===== config.mk =====
export PLATFORM = sky130hd
export DESIGN_NAME = xml_attribute_value_extractor_top
export DESIGN_NICKNAME = d
export VERILOG_FILES = /design/src/xave_pkg.sv /design/src/xave_dp.sv /design/src/xave_ctrl.sv /design/src/xml_attribute_value_extractor_top.sv
export SDC_FILE = /design/constraint.sdc
export NUM_CORES = 1
export LEC_CHECK = 0
export BUFFER_PORTS_ARGS = -buffer_cell sky130_fd_sc_hd__buf_2
export CAP_MARGIN = 20
export CELL_PAD_IN_SITES_DETAIL_PLACEMENT = 1
export CELL_PAD_IN_SITES_GLOBAL_PLACEMENT = 2
export CORE_ASPECT_RATIO = 1.2
export CORE_UTILIZATION = 36
export DETAILED_ROUTE_END_ITERATION = 16
export PLACE_DENSITY = 0.78
export RECOVER_POWER = 50
export SETUP_SLACK_MARGIN = 0.15
export SLEW_MARGIN = 30
export SYNTH_ARGS = -nofsm -noshare
export SYNTH_HDL_FRONTEND = slang
export SYNTH_HIERARCHICAL = 1
export SYNTH_SLANG_ARGS = --single-unit

===== constraint.sdc =====
create_clock -name clock -period 5.5 [get_ports clock]
set_input_delay 0.55 -clock clock [delete_from_list [all_inputs] [get_ports clock]]
set_output_delay 0.55 -clock clock [all_outputs]
set_load 0.005 [all_outputs]

===== src/xave_pkg.sv =====
// Package: constants, entity tables and controller/datapath interface types
package xave_pkg;

   // Default for the longest attribute name
   localparam int unsigned NAME_CHARS_MAX = 16;

   // Configuration register indexes
   localparam int unsigned CSR_IDX_W = 2;
   localparam logic [CSR_IDX_W-1:0] CSR_NAME_LOW  = 2'd0;
   localparam logic [CSR_IDX_W-1:0] CSR_NAME_HIGH = 2'd1;
   localparam logic [CSR_IDX_W-1:0] CSR_NAME_LEN  = 2'd2;

   // Scan phases
   localparam logic [1:0] PH_SEARCH = 2'd0;
   localparam logic [1:0] PH_VALUE  = 2'd1;
   localparam logic [1:0] PH_DONE   = 2'd2;

   // Characters of interest
   localparam logic [7:0] CHAR_QUOTE = 8'h22;
   localparam logic [7:0] CHAR_AMP   = 8'h26;
   localparam logic [7:0] CHAR_EQUAL = 8'h3D;
   localparam logic [7:0] CHAR_SPACE = 8'h20;
   localparam logic [7:0] CHAR_TAB   = 8'h09;
   localparam logic [7:0] CHAR_CR    = 8'h0D;

   // Entities: text after the ampersand, left aligned, zero padded
   localparam int unsigned ENT_NUM       = 4;
   localparam int unsigned ENT_BUF_DEPTH = 4;
   localparam logic [1:0] ENT_QUOT = 2'd0;
   localparam logic [1:0] ENT_LT   = 2'd1;
   localparam logic [1:0] ENT_GT   = 2'd2;
   localparam logic [1:0] ENT_APOS = 2'd3;

   localparam logic [39:0] ENT_QUOT_TEXT = "quot;";
   localparam logic [39:0] ENT_LT_TEXT   = {"lt;", 16'h0000};
   localparam logic [39:0] ENT_GT_TEXT   = {"gt;", 16'h0000};
   localparam logic [39:0] ENT_APOS_TEXT = "apos;";

   // Character j (0..4) of entity e
   function automatic logic [7:0] ent_text_char(input logic [1:0] e, input logic [2:0] j);
      logic [39:0] t;
      logic [2:0]  sh;
      case (e)
         ENT_QUOT: t = ENT_QUOT_TEXT;
         ENT_LT:   t = ENT_LT_TEXT;
         ENT_GT:   t = ENT_GT_TEXT;
         ENT_APOS: t = ENT_APOS_TEXT;
         default:  t = '0;
      endcase
      sh = 3'd4 - j;
      return t[8*sh +: 8];
   endfunction

   // Length of entity e including the semicolon
   function automatic logic [2:0] ent_length(input logic [1:0] e);
      case (e)
         ENT_QUOT: return 3'd5;
         ENT_LT:   return 3'd3;
         ENT_GT:   return 3'd3;
         ENT_APOS: return 3'd5;
         default:  return 3'd5;
      endcase
   endfunction

   // Decoded character of entity e
   function automatic logic [7:0] ent_decoded(input logic [1:0] e);
      case (e)
         ENT_QUOT: return 8'h22;
         ENT_LT:   return 8'h3C;
         ENT_GT:   return 8'h3E;
         ENT_APOS: return 8'h27;
         default:  return 8'h00;
      endcase
   endfunction

   // Whitespace test (space, tab, LF, VT, FF, CR)
   function automatic logic is_space(input logic [7:0] b);
      return (b == CHAR_SPACE) || ((b >= CHAR_TAB) && (b <= CHAR_CR));
   endfunction

   // Controller to datapath commands
   typedef struct packed {
      logic       start;      // input transfer: update scan state, load result plan
      logic       emit_buf;   // send held entity byte at idx
      logic       emit_tail;  // send the plain or decoded character
      logic       emit_mark;  // send the end-of-line marker
      logic [1:0] idx;
   } xave_cmd_type;

   // Datapath to controller status
   typedef struct packed {
      logic [2:0] plan_cnt_in;   // plan of the byte now offered
      logic       plan_tail_in;
      logic       plan_mark_in;
      logic [2:0] plan_cnt;      // registered plan
      logic       plan_tail;
      logic       plan_mark;
      logic       out_free;      // output register can take a result
   } xave_status_type;

endpackage


===== src/xave_dp.sv =====
// Datapath: name registers, scan state, entity buffer, result plan, output register
module xave_dp import xave_pkg::*; #(
   parameter int unsigned MAX_NAME_CHARS = NAME_CHARS_MAX
) (
   input  logic                 clock,
   input  logic                 reset,
   input  logic                 csr_write_en,
   input  logic [CSR_IDX_W-1:0] csr_index,
   input  logic [63:0]          csr_write_data,
   input  logic [7:0]           req_in_byte,
   input  logic                 req_line_end,
   input  xave_cmd_type         cmd,
   output xave_status_type      status,
   output logic                 rsp_valid,
   input  logic                 rsp_ready,
   output logic [7:0]           rsp_value_byte,
   output logic                 rsp_byte_valid,
   output logic                 rsp_line_done,
   output logic                 rsp_found
);

   localparam logic [4:0] MAX_LEN = 5'(MAX_NAME_CHARS);

   // Configuration
   logic [7:0] name_chars_ff [MAX_NAME_CHARS];
   logic [4:0] name_len_ff;

   // Line scan state
   logic       inq_ff, inq_in;
   logic       tok_ff, tok_in;
   logic [4:0] pos_ff, pos_in;
   logic [1:0] phase_ff, phase_in;
   logic       pend_ff, pend_in;
   logic [2:0] cnt_ff, cnt_in;
   logic [7:0] ent_buf_ff [ENT_BUF_DEPTH];
   logic       buf_we;

   // Result plan
   logic [2:0] plan_cnt_ff, plan_cnt_in;
   logic       plan_tail_ff, plan_tail_in;
   logic       plan_mark_ff, plan_mark_in;
   logic [7:0] tail_byte_ff, tail_byte_in;
   logic       found_ff, found_in;

   // Output register
   logic       rsp_valid_ff;
   logic [7:0] rsp_value_byte_ff;
   logic       rsp_byte_valid_ff;
   logic       rsp_line_done_ff;
   logic       rsp_found_ff;

   logic [4:0] eff_len;
   logic [4:0] pos_next;
   logic [7:0] pchar;
   logic       sep;
   logic       ent_complete;
   logic       ent_prefix;
   logic [7:0] ent_char;

   // Name character registers, eight per configuration word
   for (genvar gi = 0; gi < MAX_NAME_CHARS; gi++) begin : g_name
      localparam logic [CSR_IDX_W-1:0] WORD = (gi < 8) ? CSR_NAME_LOW : CSR_NAME_HIGH;
      always_ff @(posedge clock) begin
         if (reset) begin
            name_chars_ff[gi] <= '0;
         end else if (csr_write_en && (csr_index == WORD)) begin
            name_chars_ff[gi] <= csr_write_data[8*(gi%8) +: 8];
         end
      end
   end

   always_ff @(posedge clock) begin
      if (reset) begin
         name_len_ff <= 5'd1;
      end else if (csr_write_en && (csr_index == CSR_NAME_LEN)) begin
         name_len_ff <= csr_write_data[4:0];
      end
   end

   // Effective name length and the expected next byte of name="
   always_comb begin
      eff_len = name_len_ff;
      if (name_len_ff == 5'd0) eff_len = 5'd1;
      if (name_len_ff > MAX_LEN) eff_len = MAX_LEN;
   end

   always_comb begin
      pchar = CHAR_QUOTE;
      if (pos_ff == eff_len) pchar = CHAR_EQUAL;
      for (int i = 0; i < MAX_NAME_CHARS; i++) begin
         if ((pos_ff < eff_len) && (pos_ff == 5'(i))) pchar = name_chars_ff[i];
      end
   end

   assign pos_next = pos_ff + 5'd1;
   assign sep      = is_space(req_in_byte) && !inq_ff;

   // Entity match of held bytes plus the offered byte
   always_comb begin
      logic       ok;
      logic [2:0] n;
      ent_complete = 1'b0;
      ent_prefix   = 1'b0;
      ent_char     = 8'h00;
      n            = cnt_ff + 3'd1;
      for (int e = 0; e < ENT_NUM; e++) begin
         ok = (n <= ent_length(2'(e)));
         for (int j = 0; j < ENT_BUF_DEPTH; j++) begin
            if ((3'(j) < cnt_ff) && (ent_buf_ff[j] != ent_text_char(2'(e), 3'(j)))) ok = 1'b0;
         end
         if (req_in_byte != ent_text_char(2'(e), cnt_ff)) ok = 1'b0;
         if (ok && (n == ent_length(2'(e)))) begin
            ent_complete = 1'b1;
            ent_char     = ent_decoded(2'(e));
         end
         if (ok && (n < ent_length(2'(e)))) ent_prefix = 1'b1;
      end
   end

   // Next scan state and result plan for the offered byte
   always_comb begin
      inq_in       = inq_ff;
      tok_in       = tok_ff;
      pos_in       = pos_ff;
      phase_in     = phase_ff;
      pend_in      = pend_ff;
      cnt_in       = cnt_ff;
      buf_we       = 1'b0;
      plan_cnt_in  = 3'd0;
      plan_tail_in = 1'b0;
      plan_mark_in = 1'b0;
      tail_byte_in = req_in_byte;
      found_in     = found_ff;

      case (phase_ff)
         PH_SEARCH: begin
            if (sep) begin
               tok_in = 1'b1;
               pos_in = 5'd0;
            end else if (tok_ff) begin
               if (req_in_byte == pchar) begin
                  pos_in = pos_next;
                  if (pos_next >= (eff_len + 5'd2)) begin
                     phase_in = PH_VALUE;
                     pend_in  = 1'b0;
                     cnt_in   = 3'd0;
                  end
               end else begin
                  tok_in = 1'b0;
               end
            end
         end
         PH_VALUE: begin
            if ((req_in_byte == CHAR_QUOTE) || sep) begin
               // value ends: held entity bytes go out literally
               plan_cnt_in = pend_ff ? cnt_ff : 3'd0;
               phase_in    = PH_DONE;
               pend_in     = 1'b0;
               cnt_in      = 3'd0;
            end else if (!pend_ff) begin
               if (req_in_byte == CHAR_AMP) begin
                  pend_in = 1'b1;
                  cnt_in  = 3'd0;
               end else begin
                  plan_tail_in = 1'b1;
               end
            end else if (ent_complete) begin
               plan_tail_in = 1'b1;
               tail_byte_in = ent_char;
               pend_in      = 1'b0;
               cnt_in       = 3'd0;
            end else if (ent_prefix) begin
               buf_we = 1'b1;
               cnt_in = cnt_ff + 3'd1;
            end else begin
               // unknown entity: drop the ampersand, replay held bytes
               plan_cnt_in = cnt_ff;
               cnt_in      = 3'd0;
               if (req_in_byte == CHAR_AMP) begin
                  pend_in = 1'b1;
               end else begin
                  pend_in      = 1'b0;
                  plan_tail_in = 1'b1;
               end
            end
         end
         default: begin
         end
      endcase

      if (req_in_byte == CHAR_QUOTE) inq_in = !inq_ff;

      // Line end: flush a partial entity, then marker and line state reset
      if (req_line_end) begin
         if ((phase_in == PH_VALUE) && pend_in && (cnt_in != 3'd0)) plan_cnt_in = cnt_in;
         plan_mark_in = 1'b1;
         found_in     = (phase_in != PH_SEARCH);
         inq_in       = 1'b0;
         tok_in       = 1'b1;
         pos_in       = 5'd0;
         phase_in     = PH_SEARCH;
         pend_in      = 1'b0;
         cnt_in       = 3'd0;
      end
   end

   // Scan state and plan registers
   always_ff @(posedge clock) begin
      if (reset) begin
         inq_ff       <= 1'b0;
         tok_ff       <= 1'b1;
         pos_ff       <= 5'd0;
         phase_ff     <= PH_SEARCH;
         pend_ff      <= 1'b0;
         cnt_ff       <= 3'd0;
         plan_cnt_ff  <= 3'd0;
         plan_tail_ff <= 1'b0;
         plan_mark_ff <= 1'b0;
         found_ff     <= 1'b0;
      end else if (cmd.start) begin
         inq_ff       <= inq_in;
         tok_ff       <= tok_in;
         pos_ff       <= pos_in;
         phase_ff     <= phase_in;
         pend_ff      <= pend_in;
         cnt_ff       <= cnt_in;
         plan_cnt_ff  <= plan_cnt_in;
         plan_tail_ff <= plan_tail_in;
         plan_mark_ff <= plan_mark_in;
         found_ff     <= found_in;
      end
   end

   always_ff @(posedge clock) begin
      if (cmd.start) tail_byte_ff <= tail_byte_in;
   end

   // Entity hold buffer, no reset
   always_ff @(posedge clock) begin
      if (cmd.start && buf_we) ent_buf_ff[cnt_ff[1:0]] <= req_in_byte;
   end

   // Output register
   always_ff @(posedge clock) begin
      if (reset) begin
         rsp_valid_ff <= 1'b0;
      end else if (cmd.emit_buf || cmd.emit_tail || cmd.emit_mark) begin
         rsp_valid_ff <= 1'b1;
      end else if (rsp_ready) begin
         rsp_valid_ff <= 1'b0;
      end
   end

   always_ff @(posedge clock) begin
      if (cmd.emit_buf) begin
         rsp_value_byte_ff <= ent_buf_ff[cmd.idx];
         rsp_byte_valid_ff <= 1'b1;
         rsp_line_done_ff  <= 1'b0;
         rsp_found_ff      <= 1'b0;
      end else if (cmd.emit_tail) begin
         rsp_value_byte_ff <= tail_byte_ff;
         rsp_byte_valid_ff <= 1'b1;
         rsp_line_done_ff  <= 1'b0;
         rsp_found_ff      <= 1'b0;
      end else if (cmd.emit_mark) begin
         rsp_value_byte_ff <= 8'h00;
         rsp_byte_valid_ff <= 1'b0;
         rsp_line_done_ff  <= 1'b1;
         rsp_found_ff      <= found_ff;
      end
   end

   assign rsp_valid      = rsp_valid_ff;
   assign rsp_value_byte = rsp_value_byte_ff;
   assign rsp_byte_valid = rsp_byte_valid_ff;
   assign rsp_line_done  = rsp_line_done_ff;
   assign rsp_found      = rsp_found_ff;

   // Status to the controller
   assign status.plan_cnt_in  = plan_cnt_in;
   assign status.plan_tail_in = plan_tail_in;
   assign status.plan_mark_in = plan_mark_in;
   assign status.plan_cnt     = plan_cnt_ff;
   assign status.plan_tail    = plan_tail_ff;
   assign status.plan_mark    = plan_mark_ff;
   assign status.out_free     = !rsp_valid_ff || rsp_ready;

endmodule


===== src/xave_ctrl.sv =====
// Controller: takes input transfers and steps through each byte's results
module xave_ctrl import xave_pkg::*; (
   input  logic            clock,
   input  logic            reset,
   input  logic            req_valid,
   output logic            req_ready,
   input  xave_status_type status,
   output xave_cmd_type    cmd
);

   localparam logic [1:0] ST_IDLE = 2'd0;
   localparam logic [1:0] ST_BUF  = 2'd1;
   localparam logic [1:0] ST_TAIL = 2'd2;
   localparam logic [1:0] ST_MARK = 2'd3;

   logic [1:0] state_ff, state_in;
   logic [1:0] idx_ff, idx_in;
   logic [1:0] after_buf;
   logic [1:0] after_tail;

   assign req_ready = (state_ff == ST_IDLE);

   // Where to go once the held bytes or the tail byte are sent
   assign after_buf  = status.plan_tail ? ST_TAIL : (status.plan_mark ? ST_MARK : ST_IDLE);
   assign after_tail = status.plan_mark ? ST_MARK : ST_IDLE;

   always_comb begin
      state_in      = state_ff;
      idx_in        = idx_ff;
      cmd           = '0;
      cmd.idx       = idx_ff;
      case (state_ff)
         ST_IDLE: begin
            if (req_valid) begin
               cmd.start = 1'b1;
               idx_in    = 2'd0;
               if (status.plan_cnt_in != 3'd0) state_in = ST_BUF;
               else if (status.plan_tail_in)   state_in = ST_TAIL;
               else if (status.plan_mark_in)   state_in = ST_MARK;
            end
         end
         ST_BUF: begin
            if (status.out_free) begin
               cmd.emit_buf = 1'b1;
               if (({1'b0, idx_ff} + 3'd1) == status.plan_cnt) state_in = after_buf;
               else idx_in = idx_ff + 2'd1;
            end
         end
         ST_TAIL: begin
            if (status.out_free) begin
               cmd.emit_tail = 1'b1;
               state_in      = after_tail;
            end
         end
         ST_MARK: begin
            if (status.out_free) begin
               cmd.emit_mark = 1'b1;
               state_in      = ST_IDLE;
            end
         end
         default: state_in = ST_IDLE;
      endcase
   end

   always_ff @(posedge clock) begin
      if (reset) begin
         state_ff <= ST_IDLE;
         idx_ff   <= 2'd0;
      end else begin
         state_ff <= state_in;
         idx_ff   <= idx_in;
      end
   end

endmodule


===== src/xml_attribute_value_extractor_top.sv =====
// Top level of the XML attribute value extractor
//
// Input channel req_*: one byte of a tag's attribute text per transfer, with
// req_line_end high on the last byte of the line. Result channel rsp_*: the
// decoded value characters of the first attribute named by the csr_* name
// registers (entities quot, lt, gt, apos decoded), then one end marker per
// line with rsp_line_done high and rsp_found telling whether it matched.
// Configuration: csr_write_en with csr_index 0/1 writes name characters
// 0-7/8-15, index 2 the name length; write only while the block is idle.
// Flow: a byte with no result leaves req_ready high for the next byte; a
// byte causing k results (k up to 6, entity replay plus end marker) holds
// it low while the controller sends one result per cycle, whenever the
// single output register is free, from the plan registered at the transfer.
// Reset clears the line state, the name registers (length 1) and the output.
// A stalled receiver holds the output register; the controller waits and
// req_ready stays low until all results of the current byte are sent.
module xml_attribute_value_extractor_top import xave_pkg::*; #(
   parameter int unsigned MAX_NAME_CHARS = NAME_CHARS_MAX
) (
   input  logic                 clock,
   input  logic                 reset,
   input  logic                 csr_write_en,
   input  logic [CSR_IDX_W-1:0] csr_index,
   input  logic [63:0]          csr_write_data,
   input  logic                 req_valid,
   output logic                 req_ready,
   input  logic [7:0]           req_in_byte,
   input  logic                 req_line_end,
   output logic                 rsp_valid,
   input  logic                 rsp_ready,
   output logic [7:0]           rsp_value_byte,
   output logic                 rsp_byte_valid,
   output logic                 rsp_line_done,
   output logic                 rsp_found
);

   xave_cmd_type    cmd;
   xave_status_type status;

   xave_ctrl u_ctrl (
      .clock     (clock),
      .reset     (reset),
      .req_valid (req_valid),
      .req_ready (req_ready),
      .status    (status),
      .cmd       (cmd)
   );

   xave_dp #(
      .MAX_NAME_CHARS (MAX_NAME_CHARS)
   ) u_dp (
      .clock          (clock),
      .reset          (reset),
      .csr_write_en   (csr_write_en),
      .csr_index      (csr_index),
      .csr_write_data (csr_write_data),
      .req_in_byte    (req_in_byte),
      .req_line_end   (req_line_end),
      .cmd            (cmd),
      .status         (status),
      .rsp_valid      (rsp_valid),
      .rsp_ready      (rsp_ready),
      .rsp_value_byte (rsp_value_byte),
      .rsp_byte_valid (rsp_byte_valid),
      .rsp_line_done  (rsp_line_done),
      .rsp_found      (rsp_found)
   );

endmodule


==> impl_metrics.csv <==
group,metric,value,unit
cts,cts_buffers,22,
routing,postRouteAntennaNets,0,
die,rows,74,
cts,clk-insertion-delay-late,0.52,ns
synthesis,syn_nets,1309,
power_and_ir_drop,share_comb_of_total_power,15.9,%
power_and_ir_drop,leakagePower,5.23,nW
global_route,first_global_vias,10600,
power_and_ir_drop,p_int,2.96,mW
cts,cts_sinks,208,
finish,stdcell_count,1754,
global_route,grt_overflow,0,
synthesis,yosysWarnings,6,
worst_hold_path,hold_start,"csr_write_data[0]",
routing,viasPerCell,5.85,
timing,maxSlewHeadroom,-90.6,%
power_and_ir_drop,p_sw,1.12,mW
timing,report.final.slew_viol_count,171,
worst_setup_path,r2r_start,"u_dp/pos_ff[0]",
power_and_ir_drop,vdd_drop_max,0.178,mV
worst_setup_path,critPathLaunch,"u_dp/pos_ff[0]",
synthesis,yosysUniqueCellTypes,98,
synthesis,yosys.area.top_type,"edfxtp_1",
power_and_ir_drop,finalPower,4.08,mW
timing,fin_setup_tns,0,ns
finish,final-seq-area,5930,um2
timing,period_minus_slack,5.13,ns
die,start_util,36.4,%
worst_setup_path,crit_path_start_kind,"register",
finish,final_layout_size_suffix_gt1_share,15.8,%
power_and_ir_drop,swShare,27.5,%
cts,root_buffer,"clkbuf_16",
worst_setup_path,cp.required,5.91,ns
run_status,status,"finished with violations",
synthesis,syn_inst,1204,
place,place.port_buffers,92,
power_and_ir_drop,seqPwrFrac,47.7,%
cts,path_clk_slew,0.06,ns
timing,tightest_slew,2.86,ns
power_and_ir_drop,power.density,287,nW/um2
synthesis,avgSynthCellArea,10.3,um2
synthesis,synth_compound_area_share,17.6,%
cts,h-tree-depth,1,
routing,drtPass1Iterations,5,
worst_setup_path,endpoint_kind,"register",
synthesis,synth_seq_area_share,47.9,%
worst_setup_path,cp_max_fo,12,
timing,rsz0062_at_grt,"no",
finish,diodes,0,
cts,cts_max_path_buffers,3,
finish,syn_to_final_growth,14.8,%
die,core,34000,um2
timing,clock.fmax,0.195,GHz
cts,cts_tree,"yes",
routing,drc,0,
synthesis,synth_ff_type,"edfxtp_1",
global_route,grt_max_degree,75,
synthesis,synth_seq_cells,208,
synthesis,synth_adder_area_share,2.53,%
synthesis,synth_xor_xnor_area_share,1.20,%
timing,finalSetupViolations,0,
timing,hold_viol,0,
synthesis,synth_top_cell_area_share,42.7,%
finish,nets,1387,
job,drv_cap,3,
timing,finalCritPeriodShare,93.3,%
finish,multiInputGateArea,5950,um2
worst_setup_path,cp.arrival,5.55,ns
die,die_width,171,um
place,place_inst,1711,
die,io_pins,93,
synthesis,yosys-top-cells-area,"edfxtp_1 43%, dfxtp_1 5.2%, and2_1 3.7%",
synthesis,synth_enable_flop_cells,176,
routing,first_iter_violations,722,
worst_setup_path,worstSetupPathType,"register to register",
synthesis,synth_area,12400,um2
finish,final_common_cell,"edfxtp_1",
synthesis,synth_top_family_by_area,"simple AND/OR/NAND/NOR gates",
die,die_area,35100,um2
global_route,track_usage,24.6,%
routing,avgRoutedWirePerCell,24.4,um
run_status,violations,"capacitance limit, slew limit",
die,die_h,205,um
synthesis,synth_mux_area_share,3.25,%
routing,wl,42.8,mm
synthesis,ys_async_sr_fraction,0,%
finish,layout_common_cells,"176 x edfxtp_1, 77 x nand2_1, 72 x buf_2, 67 x and3_1, 64 x a21oi_1",
global_route,antenna_found_initial,0,
routing,vias,10300,
finish,fillers,3799,
global_route,grt_pass1_wl,65.0,mm
place,dp_hpwl,32.0,mm
power_and_ir_drop,clkPwrFrac,36.4,%
synthesis,yosys.area_share.simple,22.8,%
timing,fin_skew,0.00794,ns
place,gp_congestion,0.933,
worst_hold_path,hp-class,"input pin to register",
==> flip-flops by register name (all words and copies together) (netlist names), 2 cells and up <==
signal,cells
u_dp/name_len_ff,5
u_dp/cnt_ff,3
u_dp/plan_cnt_ff,3
u_ctrl/idx_ff,2
u_dp/rsp_value_byte,8
u_dp/tail_byte_ff,8
u_dp/phase_ff,2
u_dp/pos_ff,5
u_dp/name_chars_ff,128
u_ctrl/state_ff,2
u_dp/ent_buf_ff,32
==> synth_stat cells (8+ instances only) <==
| cell | count |
|---|---|
| nor2_1 | 65 |
| o21a_1 | 12 |
| a22oi_1 | 10 |
| nand3b_1 | 13 |
| a31oi_1 | 21 |
| and2_1 | 74 |
| inv_1 | 43 |
| edfxtp_1 | 176 |
| dfxtp_1 | 32 |
| nor3_1 | 23 |
| clkbuf_1 | 63 |
| buf_2 | 17 |
| or3_1 | 12 |
| nand2b_1 | 22 |
| o31ai_1 | 13 |
| and3_1 | 67 |
| a21oi_1 | 64 |
| nor2b_1 | 22 |
| ha_1 | 25 |
| o32ai_1 | 9 |
| nand2_1 | 77 |
| a22o_1 | 9 |
| o22ai_1 | 9 |
| mux4_2 | 8 |
| a221oi_1 | 8 |
| xnor2_1 | 13 |
| nand4_1 | 10 |
| a211oi_1 | 13 |
| o221ai_1 | 10 |
| nand3_1 | 18 |
| mux2i_1 | 20 |
| o211ai_1 | 11 |
| o21ai_0 | 40 |
==> cells by family (layout without fill, tap and decap cells) <==
family | count (synthesis) | after routing
buffers and inverters | 139 | 233
adders and majority gates | 25 | 25
and+or+nand+nor | 479 | 479
muxes | 30 | 30
DFF | 208 | 208
xor gates and xnor gates | 17 | 17
AOI/OAI and AO/OA | 306 | 306
==> power by group through the flow <==
stage | clock (mW) | sequential, mW | combinational [mW]
6_report | 1.49 | 1.95 | 0.648
5_1_grt | 1.58 | 1.96 | 0.708
4_1_cts | 1.53 | 1.95 | 0.658
3_5_place_dp | 0 | 1.98 | 0.656
3_3_place_gp | 0 | 1.98 | 0.644
2_1_floorplan | 0 | 1.93 | 0.423
==> worst paths after layout <==
check / to / slack (ns) / cells after the start
max: u_ctrl/state_ff[1] / 0.37 / 16
min: u_dp/name_len_ff[0] / 0.29 / 3
max reg2reg: u_ctrl/state_ff[1] / 0.37 / 16
min reg2reg: u_dp/rsp_line_done / 0.46 / 1
==> through the flow <==
step	instance area, um2	setup WS [ns]	hold slack [ns]	utilization (%)
CTS	14200	0.200	0.270	41.7
detailed placement	13500	0.234	0.440	39.6
floorplan	12400	0.248	0.445	-
finish	14200	0.367	0.292	41.8
global placement	13500	0.315	0.431	39.6
global route	14200	0.175	0.301	41.8
==> area by class of cell <==
cell class | instances | share of cell area, %
multi-input combinational | 857 | 41.9
sequential | 208 | 41.7
timing repair buffer | 148 | 6.22
clock buffer | 27 | 4.16
tap | 456 | 4.01
inverter | 45 | 1.19
clock inverter | 13 | 0.845
==> layer usage <==
layer | vias to the layer above | track usage (%) | wire length (um)
li1 | 4739 | - | -
met1 | 5169 | 29.2 | 17400
met2 | 254 | 44.6 | 22200
met3 | 91 | 2.24 | 1370
met4 | 0 | 10.7 | 1850
met5 | - | 0 | 0
==> worst max-delay path, cell delays in order (launching register included) <==
cell	delay, ns
dfxtp_1	0.47
inv_1	0.15
ha_2	0.31
and4b_2	0.33
o2bb2ai_1	0.17
or3_1	0.41
a311oi_4	0.41
nor4b_1	0.13
or4_4	0.59
nor4_4	0.24
nand2_1	0.22
a221oi_2	0.31
o21ai_1	0.11
or3_1	0.39
or3_1	0.34
o21a_1	0.20
a32o_1	0.24
==> repair_timing <==
item                                    CTS  global route
gates resized for setup                   0            14
endpoints found under the setup margin    0             2
buffers inserted                          0             3
hold buffers                              0             0
(Power assumes the default switching activity.)
